**config.mk**
```make
export PLATFORM = sky130hd
export DESIGN_NAME = flow_filter_table_with_expiry_flat
export DESIGN_NICKNAME = d
export VERILOG_FILES = /design/src/sv/fft_pkg.sv /design/src/sv/fft_if.sv /design/src/sv/fft_ram.sv /design/src/sv/flow_filter_table_with_expiry.sv /design/src/flat_wrapper.sv
export SDC_FILE = /design/constraint.sdc
export NUM_CORES = 2
export LEC_CHECK = 0
export BUFFER_PORTS_ARGS = -buffer_cell sky130_fd_sc_hd__buf_2
export CAP_MARGIN = 20
export CORE_AREA = 5 5 866 610
export CTS_BUF_LIST = sky130_fd_sc_hd__clkbuf_8
export DETAILED_ROUTE_END_ITERATION = 8
export DIE_AREA = 0 0 871 615
export HOLD_SLACK_MARGIN = 0.03
export PLACE_DENSITY_LB_ADDON = 0.05
export SLEW_MARGIN = 30
export SYNTH_ARGS = -nofsm -noshare
export SYNTH_HDL_FRONTEND = slang
export SYNTH_HIERARCHICAL = 1
export SYNTH_MEMORY_MAX_BITS = 65536
export SYNTH_SLANG_ARGS = --single-unit
```
**constraint.sdc**
```tcl
create_clock -name clk_i -period 15.8 [get_ports clk_i]
set_input_delay 1.58 -clock clk_i [delete_from_list [all_inputs] [get_ports clk_i]]
set_output_delay 1.58 -clock clk_i [all_outputs]
set_load 0.02 [all_outputs]
```
**src/sv/fft_pkg.sv**
```systemverilog
// Package: shared types, constants and the match and expiry functions of the flow filter table.
`default_nettype none
package fft_pkg;
  localparam int unsigned RuleSlots   = 16;
  localparam int unsigned ShadowSlots = 16;
  localparam int unsigned RouteMax    = 6;
  localparam int unsigned AddrW       = 32;
  localparam int unsigned HoldW       = 16;
  localparam int unsigned TimeW       = 32;
  localparam int unsigned FlowW       = 3 * AddrW + 3;
  localparam int unsigned EntryW      = FlowW + TimeW;

  typedef enum logic [1:0] {
    KIND_CHECK = 2'd0,
    KIND_ADD   = 2'd1,
    KIND_TICK  = 2'd2,
    KIND_NONE  = 2'd3
  } kind_e;

  typedef enum logic [2:0] {
    ST_PASS  = 3'd0,
    ST_DROP  = 3'd1,
    ST_ADDED = 3'd2,
    ST_FULL  = 3'd3,
    ST_TICK  = 3'd4
  } status_e;

  typedef enum logic [0:0] {
    CFG_TEMP_HOLD = 1'd0,
    CFG_LONG_HOLD = 1'd1
  } cfg_idx_e;

  typedef enum logic [2:0] {
    S_IDLE,
    S_CHECK,
    S_ADD_SH,
    S_TICK_RULE,
    S_TICK_FREE,
    S_TICK_SH,
    S_OUT
  } state_e;

  typedef struct packed {
    logic [AddrW-1:0] src;
    logic [AddrW-1:0] dest;
    logic [2:0]       routes;
    logic [AddrW-1:0] gateway;
  } flow_t;

  typedef struct packed {
    flow_t            flow;
    logic [TimeW-1:0] expiry;
  } entry_t;

  typedef struct packed {
    logic [1:0]       kind;
    logic [AddrW-1:0] src_ip;
    logic [AddrW-1:0] dst_ip;
    logic [2:0]       route_count;
    logic [AddrW-1:0] first_hop_addr;
    logic [AddrW-1:0] last_hop_addr;
  } req_t;

  typedef struct packed {
    logic [2:0] status;
    logic       long_hold_used;
    logic       shadow_overflow;
  } rsp_t;

  function automatic logic flow_match(flow_t r, logic [AddrW-1:0] src,
                                      logic [AddrW-1:0] dest, logic [2:0] routes,
                                      logic [AddrW-1:0] last);
    logic m;
    m = 1'b0;
    if (r.routes == 3'd1) begin
      m = (r.dest == dest) && ((src == '0) || (r.src == src));
    end else if (r.routes == 3'd2) begin
      m = (routes != 3'd0) && (last == r.gateway);
    end
    return m;
  endfunction

  function automatic logic reached(logic [TimeW-1:0] now, logic [TimeW-1:0] exp);
    logic [TimeW-1:0] d;
    d = now - exp;
    return ~d[TimeW-1];
  endfunction
endpackage
`default_nettype wire

```
**src/sv/fft_if.sv**
```systemverilog
// Interfaces: valid/ready request and result channels.
`default_nettype none
interface fft_req_if;
  logic          valid;
  logic          ready;
  fft_pkg::req_t data;
  modport source (output valid, output data, input ready);
  modport sink (input valid, input data, output ready);
endinterface

interface fft_rsp_if;
  logic          valid;
  logic          ready;
  fft_pkg::rsp_t data;
  modport source (output valid, output data, input ready);
  modport sink (input valid, input data, output ready);
endinterface
`default_nettype wire

```
**src/sv/fft_ram.sv**
```systemverilog
// Generic single-port-write, single-read RAM with registered read data.
`default_nettype none
module fft_ram #(
  parameter int unsigned Width = 8,
  parameter int unsigned Depth = 16
) (
  input  wire logic                                            clk_i,
  input  wire logic                                            we_i,
  input  wire logic [((Depth > 1) ? $clog2(Depth) : 1)-1:0]    waddr_i,
  input  wire logic [Width-1:0]                                wdata_i,
  input  wire logic [((Depth > 1) ? $clog2(Depth) : 1)-1:0]    raddr_i,
  output logic      [Width-1:0]                                rdata_o
);
  logic [Width-1:0] mem_q [Depth];

  always_ff @(posedge clk_i) begin
    if (we_i) begin
      mem_q[waddr_i] <= wdata_i;
    end
    rdata_o <= mem_q[raddr_i];
  end
endmodule
`default_nettype wire

```
**src/sv/flow_filter_table_with_expiry.sv**
```systemverilog
// Top level: flow filter rule table with expiry and shadow table.
// One request at a time. A check reads every rule slot from the rule RAM, one per cycle, and
// an add reads every shadow slot before the result is registered. A tick walks the rule RAM
// moving expired rules into the shadow RAM, then walks the shadow RAM freeing expired entries;
// the rule walk reads each valid rule and acts on its data in a second step. Valid bits sit
// in flip-flops; free slots are found by priority encode over them. The result waits in an
// output register; the next request is taken the cycle after the result is taken.
`default_nettype none
module flow_filter_table_with_expiry #(
  parameter int unsigned RULE_SLOTS   = fft_pkg::RuleSlots,
  parameter int unsigned SHADOW_SLOTS = fft_pkg::ShadowSlots,
  parameter int unsigned ROUTE_MAX    = fft_pkg::RouteMax
) (
  input  wire logic                     clk_i,
  input  wire logic                     rst_ni,
  input  wire logic                     cfg_we_i,
  input  wire logic [0:0]               cfg_idx_i,
  input  wire logic [fft_pkg::HoldW-1:0] cfg_data_i,
  fft_req_if.sink                       req,
  fft_rsp_if.source                     rsp
);
  localparam int unsigned RW = (RULE_SLOTS > 1) ? $clog2(RULE_SLOTS) : 1;
  localparam int unsigned SW = (SHADOW_SLOTS > 1) ? $clog2(SHADOW_SLOTS) : 1;
  localparam logic [RW:0] RLast = (RW+1)'(RULE_SLOTS - 1);
  localparam logic [SW:0] SLast = (SW+1)'(SHADOW_SLOTS - 1);
  localparam logic [2:0] RMax = 3'(ROUTE_MAX);

  fft_pkg::state_e state_q, state_d;
  logic [fft_pkg::HoldW-1:0] temp_q, long_q;
  logic [fft_pkg::TimeW-1:0] now_q, now_d;
  logic [RULE_SLOTS-1:0]   rvalid_q, rvalid_d;
  logic [SHADOW_SLOTS-1:0] svalid_q, svalid_d, fresh_q, fresh_d;
  fft_pkg::req_t req_q;
  fft_pkg::rsp_t rsp_q, rsp_d;
  logic rsp_valid_q, rsp_valid_d;
  logic [RW:0] ridx_q, ridx_d;
  logic [SW:0] sidx_q, sidx_d;
  logic rphase_q, rphase_d;
  logic hit_q, hit_d, ovf_q, ovf_d;

  logic r_we, s_we;
  logic [RW-1:0] r_waddr, r_raddr;
  logic [SW-1:0] s_waddr, s_raddr;
  fft_pkg::entry_t r_wdata, s_wdata, r_rdata, s_rdata;

  fft_ram #(.Width(fft_pkg::EntryW), .Depth(RULE_SLOTS)) u_rule_ram (
    .clk_i, .we_i(r_we), .waddr_i(r_waddr), .wdata_i(r_wdata),
    .raddr_i(r_raddr), .rdata_o(r_rdata)
  );
  fft_ram #(.Width(fft_pkg::EntryW), .Depth(SHADOW_SLOTS)) u_shadow_ram (
    .clk_i, .we_i(s_we), .waddr_i(s_waddr), .wdata_i(s_wdata),
    .raddr_i(s_raddr), .rdata_o(s_rdata)
  );

  logic rfree_any, sfree_any;
  logic [RW-1:0] rfree;
  logic [SW-1:0] sfree;
  always_comb begin
    rfree_any = 1'b0;
    rfree = '0;
    for (int i = RULE_SLOTS - 1; i >= 0; i--) begin
      if (!rvalid_q[i]) begin
        rfree_any = 1'b1;
        rfree = RW'(i);
      end
    end
    sfree_any = 1'b0;
    sfree = '0;
    for (int j = SHADOW_SLOTS - 1; j >= 0; j--) begin
      if (!svalid_q[j]) begin
        sfree_any = 1'b1;
        sfree = SW'(j);
      end
    end
  end

  logic [2:0] fr;
  assign fr = (req_q.route_count > RMax) ? RMax : req_q.route_count;

  assign req.ready  = (state_q == fft_pkg::S_IDLE) && !rsp_valid_q;
  assign rsp.valid  = rsp_valid_q;
  assign rsp.data   = rsp_q;

  // address of the entry whose data arrives this cycle is the previous index
  logic [RW-1:0] rprev;
  logic [SW-1:0] sprev;
  assign rprev = RW'(ridx_q - 1'b1);
  assign sprev = SW'(sidx_q - 1'b1);

  always_comb begin
    state_d = state_q;
    now_d = now_q;
    rvalid_d = rvalid_q;
    svalid_d = svalid_q;
    fresh_d = fresh_q;
    rsp_d = rsp_q;
    rsp_valid_d = rsp_valid_q;
    ridx_d = ridx_q;
    sidx_d = sidx_q;
    rphase_d = rphase_q;
    hit_d = hit_q;
    ovf_d = ovf_q;
    r_we = 1'b0;
    r_waddr = rfree;
    r_wdata = '0;
    r_raddr = ridx_q[RW-1:0];
    s_we = 1'b0;
    s_waddr = sfree;
    s_wdata = '0;
    s_raddr = sidx_q[SW-1:0];
    if (rsp_valid_q && rsp.ready) begin
      rsp_valid_d = 1'b0;
    end
    case (state_q)
      fft_pkg::S_IDLE: begin
        ridx_d = '0;
        sidx_d = '0;
        rphase_d = 1'b0;
        hit_d = 1'b0;
        ovf_d = 1'b0;
        fresh_d = '0;
        if (req.valid && req.ready) begin
          case (req.data.kind)
            fft_pkg::KIND_CHECK: state_d = fft_pkg::S_CHECK;
            fft_pkg::KIND_ADD:   state_d = fft_pkg::S_ADD_SH;
            fft_pkg::KIND_TICK: begin
              now_d = now_q + 1'b1;
              state_d = fft_pkg::S_TICK_RULE;
            end
            default: begin
              rsp_d = '{status: fft_pkg::ST_PASS, default: 1'b0};
              rsp_valid_d = 1'b1;
            end
          endcase
        end
      end
      fft_pkg::S_CHECK: begin
        if (rphase_q && rvalid_q[rprev] &&
            fft_pkg::flow_match(r_rdata.flow, req_q.src_ip, req_q.dst_ip, fr,
                                req_q.last_hop_addr)) begin
          hit_d = 1'b1;
        end
        rphase_d = 1'b1;
        if (ridx_q == RLast + 1'b1) begin
          state_d = fft_pkg::S_OUT;
        end else begin
          ridx_d = ridx_q + 1'b1;
        end
      end
      fft_pkg::S_ADD_SH: begin
        if (sidx_q != '0 && svalid_q[sprev] &&
            fft_pkg::flow_match(s_rdata.flow, req_q.src_ip, req_q.dst_ip,
                                req_q.route_count, req_q.last_hop_addr)) begin
          hit_d = 1'b1;
        end
        if (sidx_q == SLast + 1'b1) begin
          state_d = fft_pkg::S_OUT;
        end else begin
          sidx_d = sidx_q + 1'b1;
        end
      end
      fft_pkg::S_TICK_RULE: begin
        // valid rule: read it, then act on its data; empty slots are skipped
        if (!rphase_q) begin
          if (ridx_q == RLast + 1'b1) begin
            sidx_d = '0;
            state_d = fft_pkg::S_TICK_SH;
          end else if (rvalid_q[ridx_q[RW-1:0]]) begin
            rphase_d = 1'b1;
          end else begin
            ridx_d = ridx_q + 1'b1;
          end
        end else begin
          rphase_d = 1'b0;
          r_raddr = ridx_q[RW-1:0];
          if (fft_pkg::reached(now_q, r_rdata.expiry)) begin
            if (sfree_any) begin
              s_we = 1'b1;
              s_wdata.flow = r_rdata.flow;
              s_wdata.expiry = now_q + fft_pkg::TimeW'(long_q);
              svalid_d[sfree] = 1'b1;
              fresh_d[sfree] = 1'b1;
            end else begin
              ovf_d = 1'b1;
            end
            rvalid_d[ridx_q[RW-1:0]] = 1'b0;
          end
          ridx_d = ridx_q + 1'b1;
        end
      end
      fft_pkg::S_TICK_SH: begin
        if (sidx_q != '0 && svalid_q[sprev] && !fresh_q[sprev] &&
            fft_pkg::reached(now_q, s_rdata.expiry)) begin
          svalid_d[sprev] = 1'b0;
        end
        if (sidx_q == SLast + 1'b1) begin
          state_d = fft_pkg::S_OUT;
        end else begin
          sidx_d = sidx_q + 1'b1;
        end
      end
      fft_pkg::S_OUT: begin
        state_d = fft_pkg::S_IDLE;
        rsp_valid_d = 1'b1;
        rsp_d = '0;
        case (req_q.kind)
          fft_pkg::KIND_CHECK: rsp_d.status = hit_q ? fft_pkg::ST_DROP : fft_pkg::ST_PASS;
          fft_pkg::KIND_ADD: begin
            if (!rfree_any) begin
              rsp_d.status = fft_pkg::ST_FULL;
            end else begin
              rsp_d.status = fft_pkg::ST_ADDED;
              rsp_d.long_hold_used = hit_q;
              r_we = 1'b1;
              r_wdata.flow.src = req_q.src_ip;
              r_wdata.flow.dest = req_q.dst_ip;
              r_wdata.flow.routes = req_q.route_count;
              r_wdata.flow.gateway = req_q.first_hop_addr;
              r_wdata.expiry = now_q + fft_pkg::TimeW'(hit_q ? long_q : temp_q);
              rvalid_d[rfree] = 1'b1;
            end
          end
          default: begin
            rsp_d.status = fft_pkg::ST_TICK;
            rsp_d.shadow_overflow = ovf_q;
          end
        endcase
      end
      default: state_d = fft_pkg::S_IDLE;
    endcase
  end

  always_ff @(posedge clk_i or negedge rst_ni) begin
    if (!rst_ni) begin
      state_q <= fft_pkg::S_IDLE;
      temp_q <= fft_pkg::HoldW'(10);
      long_q <= fft_pkg::HoldW'(60);
      now_q <= '0;
      rvalid_q <= '0;
      svalid_q <= '0;
      fresh_q <= '0;
      rsp_valid_q <= 1'b0;
      ridx_q <= '0;
      sidx_q <= '0;
      rphase_q <= 1'b0;
      hit_q <= 1'b0;
      ovf_q <= 1'b0;
    end else begin
      state_q <= state_d;
      now_q <= now_d;
      rvalid_q <= rvalid_d;
      svalid_q <= svalid_d;
      fresh_q <= fresh_d;
      rsp_valid_q <= rsp_valid_d;
      ridx_q <= ridx_d;
      sidx_q <= sidx_d;
      rphase_q <= rphase_d;
      hit_q <= hit_d;
      ovf_q <= ovf_d;
      if (cfg_we_i) begin
        case (cfg_idx_i)
          fft_pkg::CFG_TEMP_HOLD: temp_q <= cfg_data_i;
          fft_pkg::CFG_LONG_HOLD: long_q <= cfg_data_i;
          default: ;
        endcase
      end
    end
  end

  always_ff @(posedge clk_i) begin
    rsp_q <= rsp_d;
    if (req.valid && req.ready) begin
      req_q <= req.data;
    end
  end
endmodule
`default_nettype wire

```
**src/flat_wrapper.sv**
```systemverilog
// flat-port wrapper written by rule: the top's interface ports become plain ports
module flow_filter_table_with_expiry_flat 
#(
  parameter int unsigned RULE_SLOTS   = fft_pkg::RuleSlots,
  parameter int unsigned SHADOW_SLOTS = fft_pkg::ShadowSlots,
  parameter int unsigned ROUTE_MAX    = fft_pkg::RouteMax
)
  (clk_i, rst_ni, cfg_we_i, cfg_idx_i, cfg_data_i, req_valid, req_data, req_ready, rsp_valid, rsp_data, rsp_ready);
  fft_req_if req_i ();
  fft_rsp_if rsp_i ();
  input  wire logic clk_i;
  input  wire logic rst_ni;
  input  wire logic cfg_we_i;
  input  wire logic [0:0] cfg_idx_i;
  input  wire logic [fft_pkg::HoldW-1:0] cfg_data_i;
  input wire logic [$bits(req_i.valid)-1:0] req_valid;
  input wire logic [$bits(req_i.data)-1:0] req_data;
  output wire logic [$bits(req_i.ready)-1:0] req_ready;
  output wire logic [$bits(rsp_i.valid)-1:0] rsp_valid;
  output wire logic [$bits(rsp_i.data)-1:0] rsp_data;
  input wire logic [$bits(rsp_i.ready)-1:0] rsp_ready;
  assign req_i.valid = req_valid;
  assign req_i.data = req_data;
  assign req_ready = req_i.ready;
  assign rsp_valid = rsp_i.valid;
  assign rsp_data = rsp_i.data;
  assign rsp_i.ready = rsp_ready;
  flow_filter_table_with_expiry #(.RULE_SLOTS(RULE_SLOTS), .SHADOW_SLOTS(SHADOW_SLOTS), .ROUTE_MAX(ROUTE_MAX)) u_core (.clk_i(clk_i), .rst_ni(rst_ni), .cfg_we_i(cfg_we_i), .cfg_idx_i(cfg_idx_i), .cfg_data_i(cfg_data_i), .req(req_i), .rsp(rsp_i));
endmodule
```
==> impl_metrics.xml <==
<?xml version="1.0" encoding="UTF-8"?>
<metrics>
  <group name="route">
    <metric name="top_layer" unit="">met5</metric>
    <metric name="antenna_violating_nets_post_route" unit="">0</metric>
    <metric name="met2RoutedLength" unit="um">261000</metric>
    <metric name="drcViolationCount" unit="">0</metric>
    <metric name="dr.pass1.iters" unit="">6</metric>
    <metric name="finalWirelength" unit="um">557000</metric>
    <metric name="post_drt_wl_per_cell" unit="um">32.7</metric>
    <metric name="drt-initial-drc-count" unit="">7461</metric>
    <metric name="avgViaCountPerCell" unit="">5.31</metric>
    <metric name="dr_wl_met3" unit="um">26100</metric>
    <metric name="via_count" unit="">90575</metric>
    <metric name="m1WireLength" unit="um">259000</metric>
  </group>
  <group name="clock_tree">
    <metric name="post_cts_buffers" unit="">0</metric>
    <metric name="cts.hold.buffers_added" unit="">0</metric>
    <metric name="inserted_clock_buffers" unit="">754</metric>
    <metric name="cts.sink_count" unit="">4721</metric>
    <metric name="cts-root-to-sink-buffers" unit="">4</metric>
    <metric name="worst_setup_hold_path_clk_slew" unit="ns">0.07</metric>
    <metric name="post_cts_resize_count" unit="">0</metric>
    <metric name="insertion_delay_to_the_later_sink_of_the_worst_skew_pair" unit="ns">1.30</metric>
    <metric name="clock_tree.htree_level_count" unit="">6</metric>
    <metric name="cts.root.buffer_cell" unit="">clkbuf_8</metric>
    <metric name="tritoncts_clock_tree" unit="">built</metric>
  </group>
  <group name="pwr">
    <metric name="irDropWorstVdd" unit="mV">0.114</metric>
    <metric name="p_leak" unit="nW">66.7</metric>
    <metric name="p_per_area" unit="mW/mm^2">150</metric>
  </group>
  <group name="setup_path">
    <metric name="worstPathArrival" unit="ns">7.82</metric>
    <metric name="worstPathCellList" unit="">ha_1 -&gt; a211oi_1 -&gt; o21ai_1 -&gt; o221ai_1 -&gt; o211ai_1 -&gt; a211o_1 -&gt; a311oi_4 -&gt; nand2b_2 -&gt; buf_4 -&gt; inv_6 -&gt; or3b_2 -&gt; nor2_4 -&gt; buf_4 -&gt; buf_4 -&gt; buf_4</metric>
    <metric name="critPathCaptureType" unit="">register</metric>
    <metric name="worst_path_largest_cell_delay" unit="ns">0.80</metric>
    <metric name="cell_class_contributing_the_biggest_share_of_worst_path_delay" unit="">buffers and inverters</metric>
    <metric name="timing.critical_path.fanout_max" unit="">43</metric>
    <metric name="critical_path.startpoint_type" unit="">register</metric>
    <metric name="critical_path_s_most_frequent_cell" unit="">buf_4</metric>
    <metric name="bufs_and_invs_on_worst_path" unit="">5</metric>
    <metric name="required_time_of_the_worst_setup_path" unit="ns">16.70</metric>
    <metric name="path_class" unit="">register to register</metric>
    <metric name="critPathSlowestCell" unit="">buf_4</metric>
  </group>
  <group name="place">
    <metric name="dp_hpwl" unit="um">323000</metric>
    <metric name="placement.io_buffers" unit="">161</metric>
    <metric name="placement.cell_area" unit="sq mm">0.191</metric>
    <metric name="place.gp.congestion" unit="">0.815</metric>
    <metric name="numPlacedInstances" unit="">15638</metric>
  </group>
  <group name="synthesis">
    <metric name="synth.most_common_cell" unit="">edfxtp_1</metric>
    <metric name="synth.area.mux_share" unit="">0.137</metric>
    <metric name="synth_area_per_cell" unit="sq um">20.8</metric>
    <metric name="register_bit_total_from_synthesis" unit="">4721</metric>
    <metric name="netlist_instances" unit="">8702</metric>
    <metric name="synth_xor_area_frac" unit="">0.0139</metric>
    <metric name="mappedNetlistNets" unit="">8965</metric>
    <metric name="synth_area_leader" unit="">edfxtp_1</metric>
    <metric name="register_area_share_after_synthesis" unit="">0.765</metric>
    <metric name="synth.cells.most_frequent" unit="">4330 x edfxtp_1, 1026 x mux4_2, 414 x a22oi_1</metric>
    <metric name="netlist_top_cells_area" unit="">edfxtp_1 72%, mux4_2 13%, dfxtp_1 2.9%</metric>
    <metric name="yosys.area_share.adder" unit="">0.00755</metric>
    <metric name="synth_top_flop_cell" unit="">edfxtp_1</metric>
    <metric name="synthSimpleGateAreaFrac" unit="">0.0287</metric>
    <metric name="area_fraction_in_compound_gates_after_synthesis" unit="">0.0320</metric>
    <metric name="synth_top_cell_area_share" unit="">0.718</metric>
    <metric name="ys_types" unit="">74</metric>
    <metric name="fraction_of_synthesis_flops_using_an_asynchronous_set_or_reset_pin" unit="">0.0273</metric>
    <metric name="synth_top_family_by_area" unit="">multiplexers</metric>
    <metric name="yosysWarningCount" unit="">6</metric>
    <metric name="synth-edff-count" unit="">4330</metric>
    <metric name="synthesis.area" unit="sq mm">0.181</metric>
  </group>
  <group name="layout">
    <metric name="final_cell_area" unit="sq mm">0.205</metric>
    <metric name="syn2layout_area_growth" unit="%">13.3</metric>
    <metric name="final_net_count" unit="">9717</metric>
    <metric name="post_route_cells_drive_above_1_share" unit="">0.253</metric>
    <metric name="final_non_filler_cells" unit="">17053</metric>
  </group>
  <group name="global_route">
    <metric name="grt_start_max_net_pins" unit="">114</metric>
    <metric name="antenna_found_initial" unit="">26</metric>
    <metric name="grt_usage" unit="">0.203</metric>
    <metric name="via_count_of_the_first_global_routing_pass" unit="">94641</metric>
    <metric name="grt_overflow" unit="">0</metric>
    <metric name="first_pass_grt_wire_length" unit="um">772000</metric>
  </group>
  <group name="hold_path">
    <metric name="hold_path.class" unit="">primary input to asynchronous set/reset pin</metric>
  </group>
  <group name="timing">
    <metric name="fin_tns_setup" unit="ns">0</metric>
    <metric name="min_period" unit="ns">6.93</metric>
    <metric name="fmaxAchievable" unit="MHz">144</metric>
    <metric name="maxSlewHeadroom" unit="">0.261</metric>
    <metric name="final_hold_viol_count" unit="">0</metric>
    <metric name="final.setup_skew" unit="ns">0.0662</metric>
    <metric name="grt_setup_unrepaired" unit="">no</metric>
    <metric name="finalSetupViolCount" unit="">0</metric>
    <metric name="report.final.slew_viol_count" unit="">0</metric>
    <metric name="worst_slew_pin_slew" unit="ns">1.11</metric>
    <metric name="period_share" unit="">0.438</metric>
  </group>
  <group name="flow_run">
    <metric name="max_cap_viol_count" unit="">0</metric>
  </group>
  <group name="die">
    <metric name="number_of_rows_in_the_core_area" unit="">222</metric>
    <metric name="full_die_area" unit="sq mm">0.536</metric>
    <metric name="fp.dieW" unit="um">871</metric>
    <metric name="floorplan.core_area" unit="sq mm">0.520</metric>
    <metric name="top_level_ports" unit="">162</metric>
    <metric name="floorplan.die.height" unit="um">615</metric>
    <metric name="start_util" unit="">0.348</metric>
  </group>
  <group name="run_status">
    <metric name="outcome" unit="">complete, no violations</metric>
  </group>
</metrics>
-- cell type report --
cell class,instances,area [sq um]
clock inverter,553,2660
timing repair buffer,420,3240
inverter,100,387
clock buffer,836,11500
sequential,4721,139000
tap,6944,8690
antenna,22,55.1
fill,46546,315000
multi-input combinational,3457,40000
-- metal layers --
metal / up-vias / track usage
met1: 49774 / 0.300
met5: - / 0
met3: 746 / 0.0277
met4: 4 / 0.0424
li1: 37427 / -
met2: 2624 / 0.324
-- flip-flops by register name, summed over array words and instances (netlist names), 32 cells and up --
name and count:
u_core/now_q 32, u_core/req_q 133, u_core/u_rule_ram/mem_q 2096, u_core/u_rule_ram/rdata_o 131, u_core/u_shadow_ram/mem_q 2096, u_core/u_shadow_ram/rdata_o 131
-- kinds of logic after synthesis --
logic type,Yosys count
AOI/OAI and AO/OA,836
xor gates and xnor gates,287
adders and majority gates,108
and+or+nand+nor,1056
DFF,4721
muxes,1170
buffers and inverters,524
-- report_power, final --
| group | total, mW | switching [mW] | leakage (nW) | internal, mW |
|---|---|---|---|---|
| logic | 5.94 | 3.51 | 14.3 | 2.43 |
| clock network | 9.97 | 4.95 | 8.44 | 5.03 |
| registers | 14.9 | 0.761 | 44.0 | 14.1 |
| total | 30.8 | 9.22 | 66.7 | 21.6 |
-- worst paths after layout --
path / cells past startpoint / to / from / slack (ns)
max: 15 / u_core/u_shadow_ram/mem_q[3][52] / u_core/now_q[22] / 8.87
min: 1 / u_core/long_q[7] / rst_ni / 0.32
max reg2reg: 15 / u_core/u_shadow_ram/mem_q[3][52] / u_core/now_q[22] / 8.87
min reg2reg: 2 / u_core/fresh_q[14] / u_core/fresh_q[14] / 0.49
max in group asynchronous: 2 / u_core/sidx_q[0] / rst_ni / 14.21
min in group clk_i: 1 / u_core/req_q[104] / req_data[104] / 0.45
-- cells in the final DEF (no fill, tap or decap), drive strengths merged, types with 10 or more instances in the layout --
master and instances:
and2 217, clkinvlp 21, inv 447, a21oi 113, nor2 186, nor3 38, dfrtp 123, nor4 38
xnor2 155, o21ai 66, nand2b 18, xor2 132, dfxtp 262, mux2 50, o31ai 10, a211oi 60
nand4 60, mux2i 87, bufinv 11, clkinv 174, mux4 1033, a22oi 414, buf 420, edfxtp 4330
a21o 21, and3 10, diode 22, clkbuf 836, a31oi 66, nand2 356, nor2b 57, o22ai 36
ha 106, nand3 44
-- metrics by stage --
step	total power, mW	utilization	hold slack, ns	worst slack [ns]
2_1_floorplan	18.9	-	0.457	3.26
3_3_place_gp	21.3	0.367	0.474	8.96
3_5_place_dp	21.3	0.367	0.479	8.86
4_1_cts	31.4	0.394	0.154	8.84
5_1_grt	32.2	0.394	0.254	8.55
6_report	30.8	0.395	0.318	8.87
(Power assumes the default switching activity.)
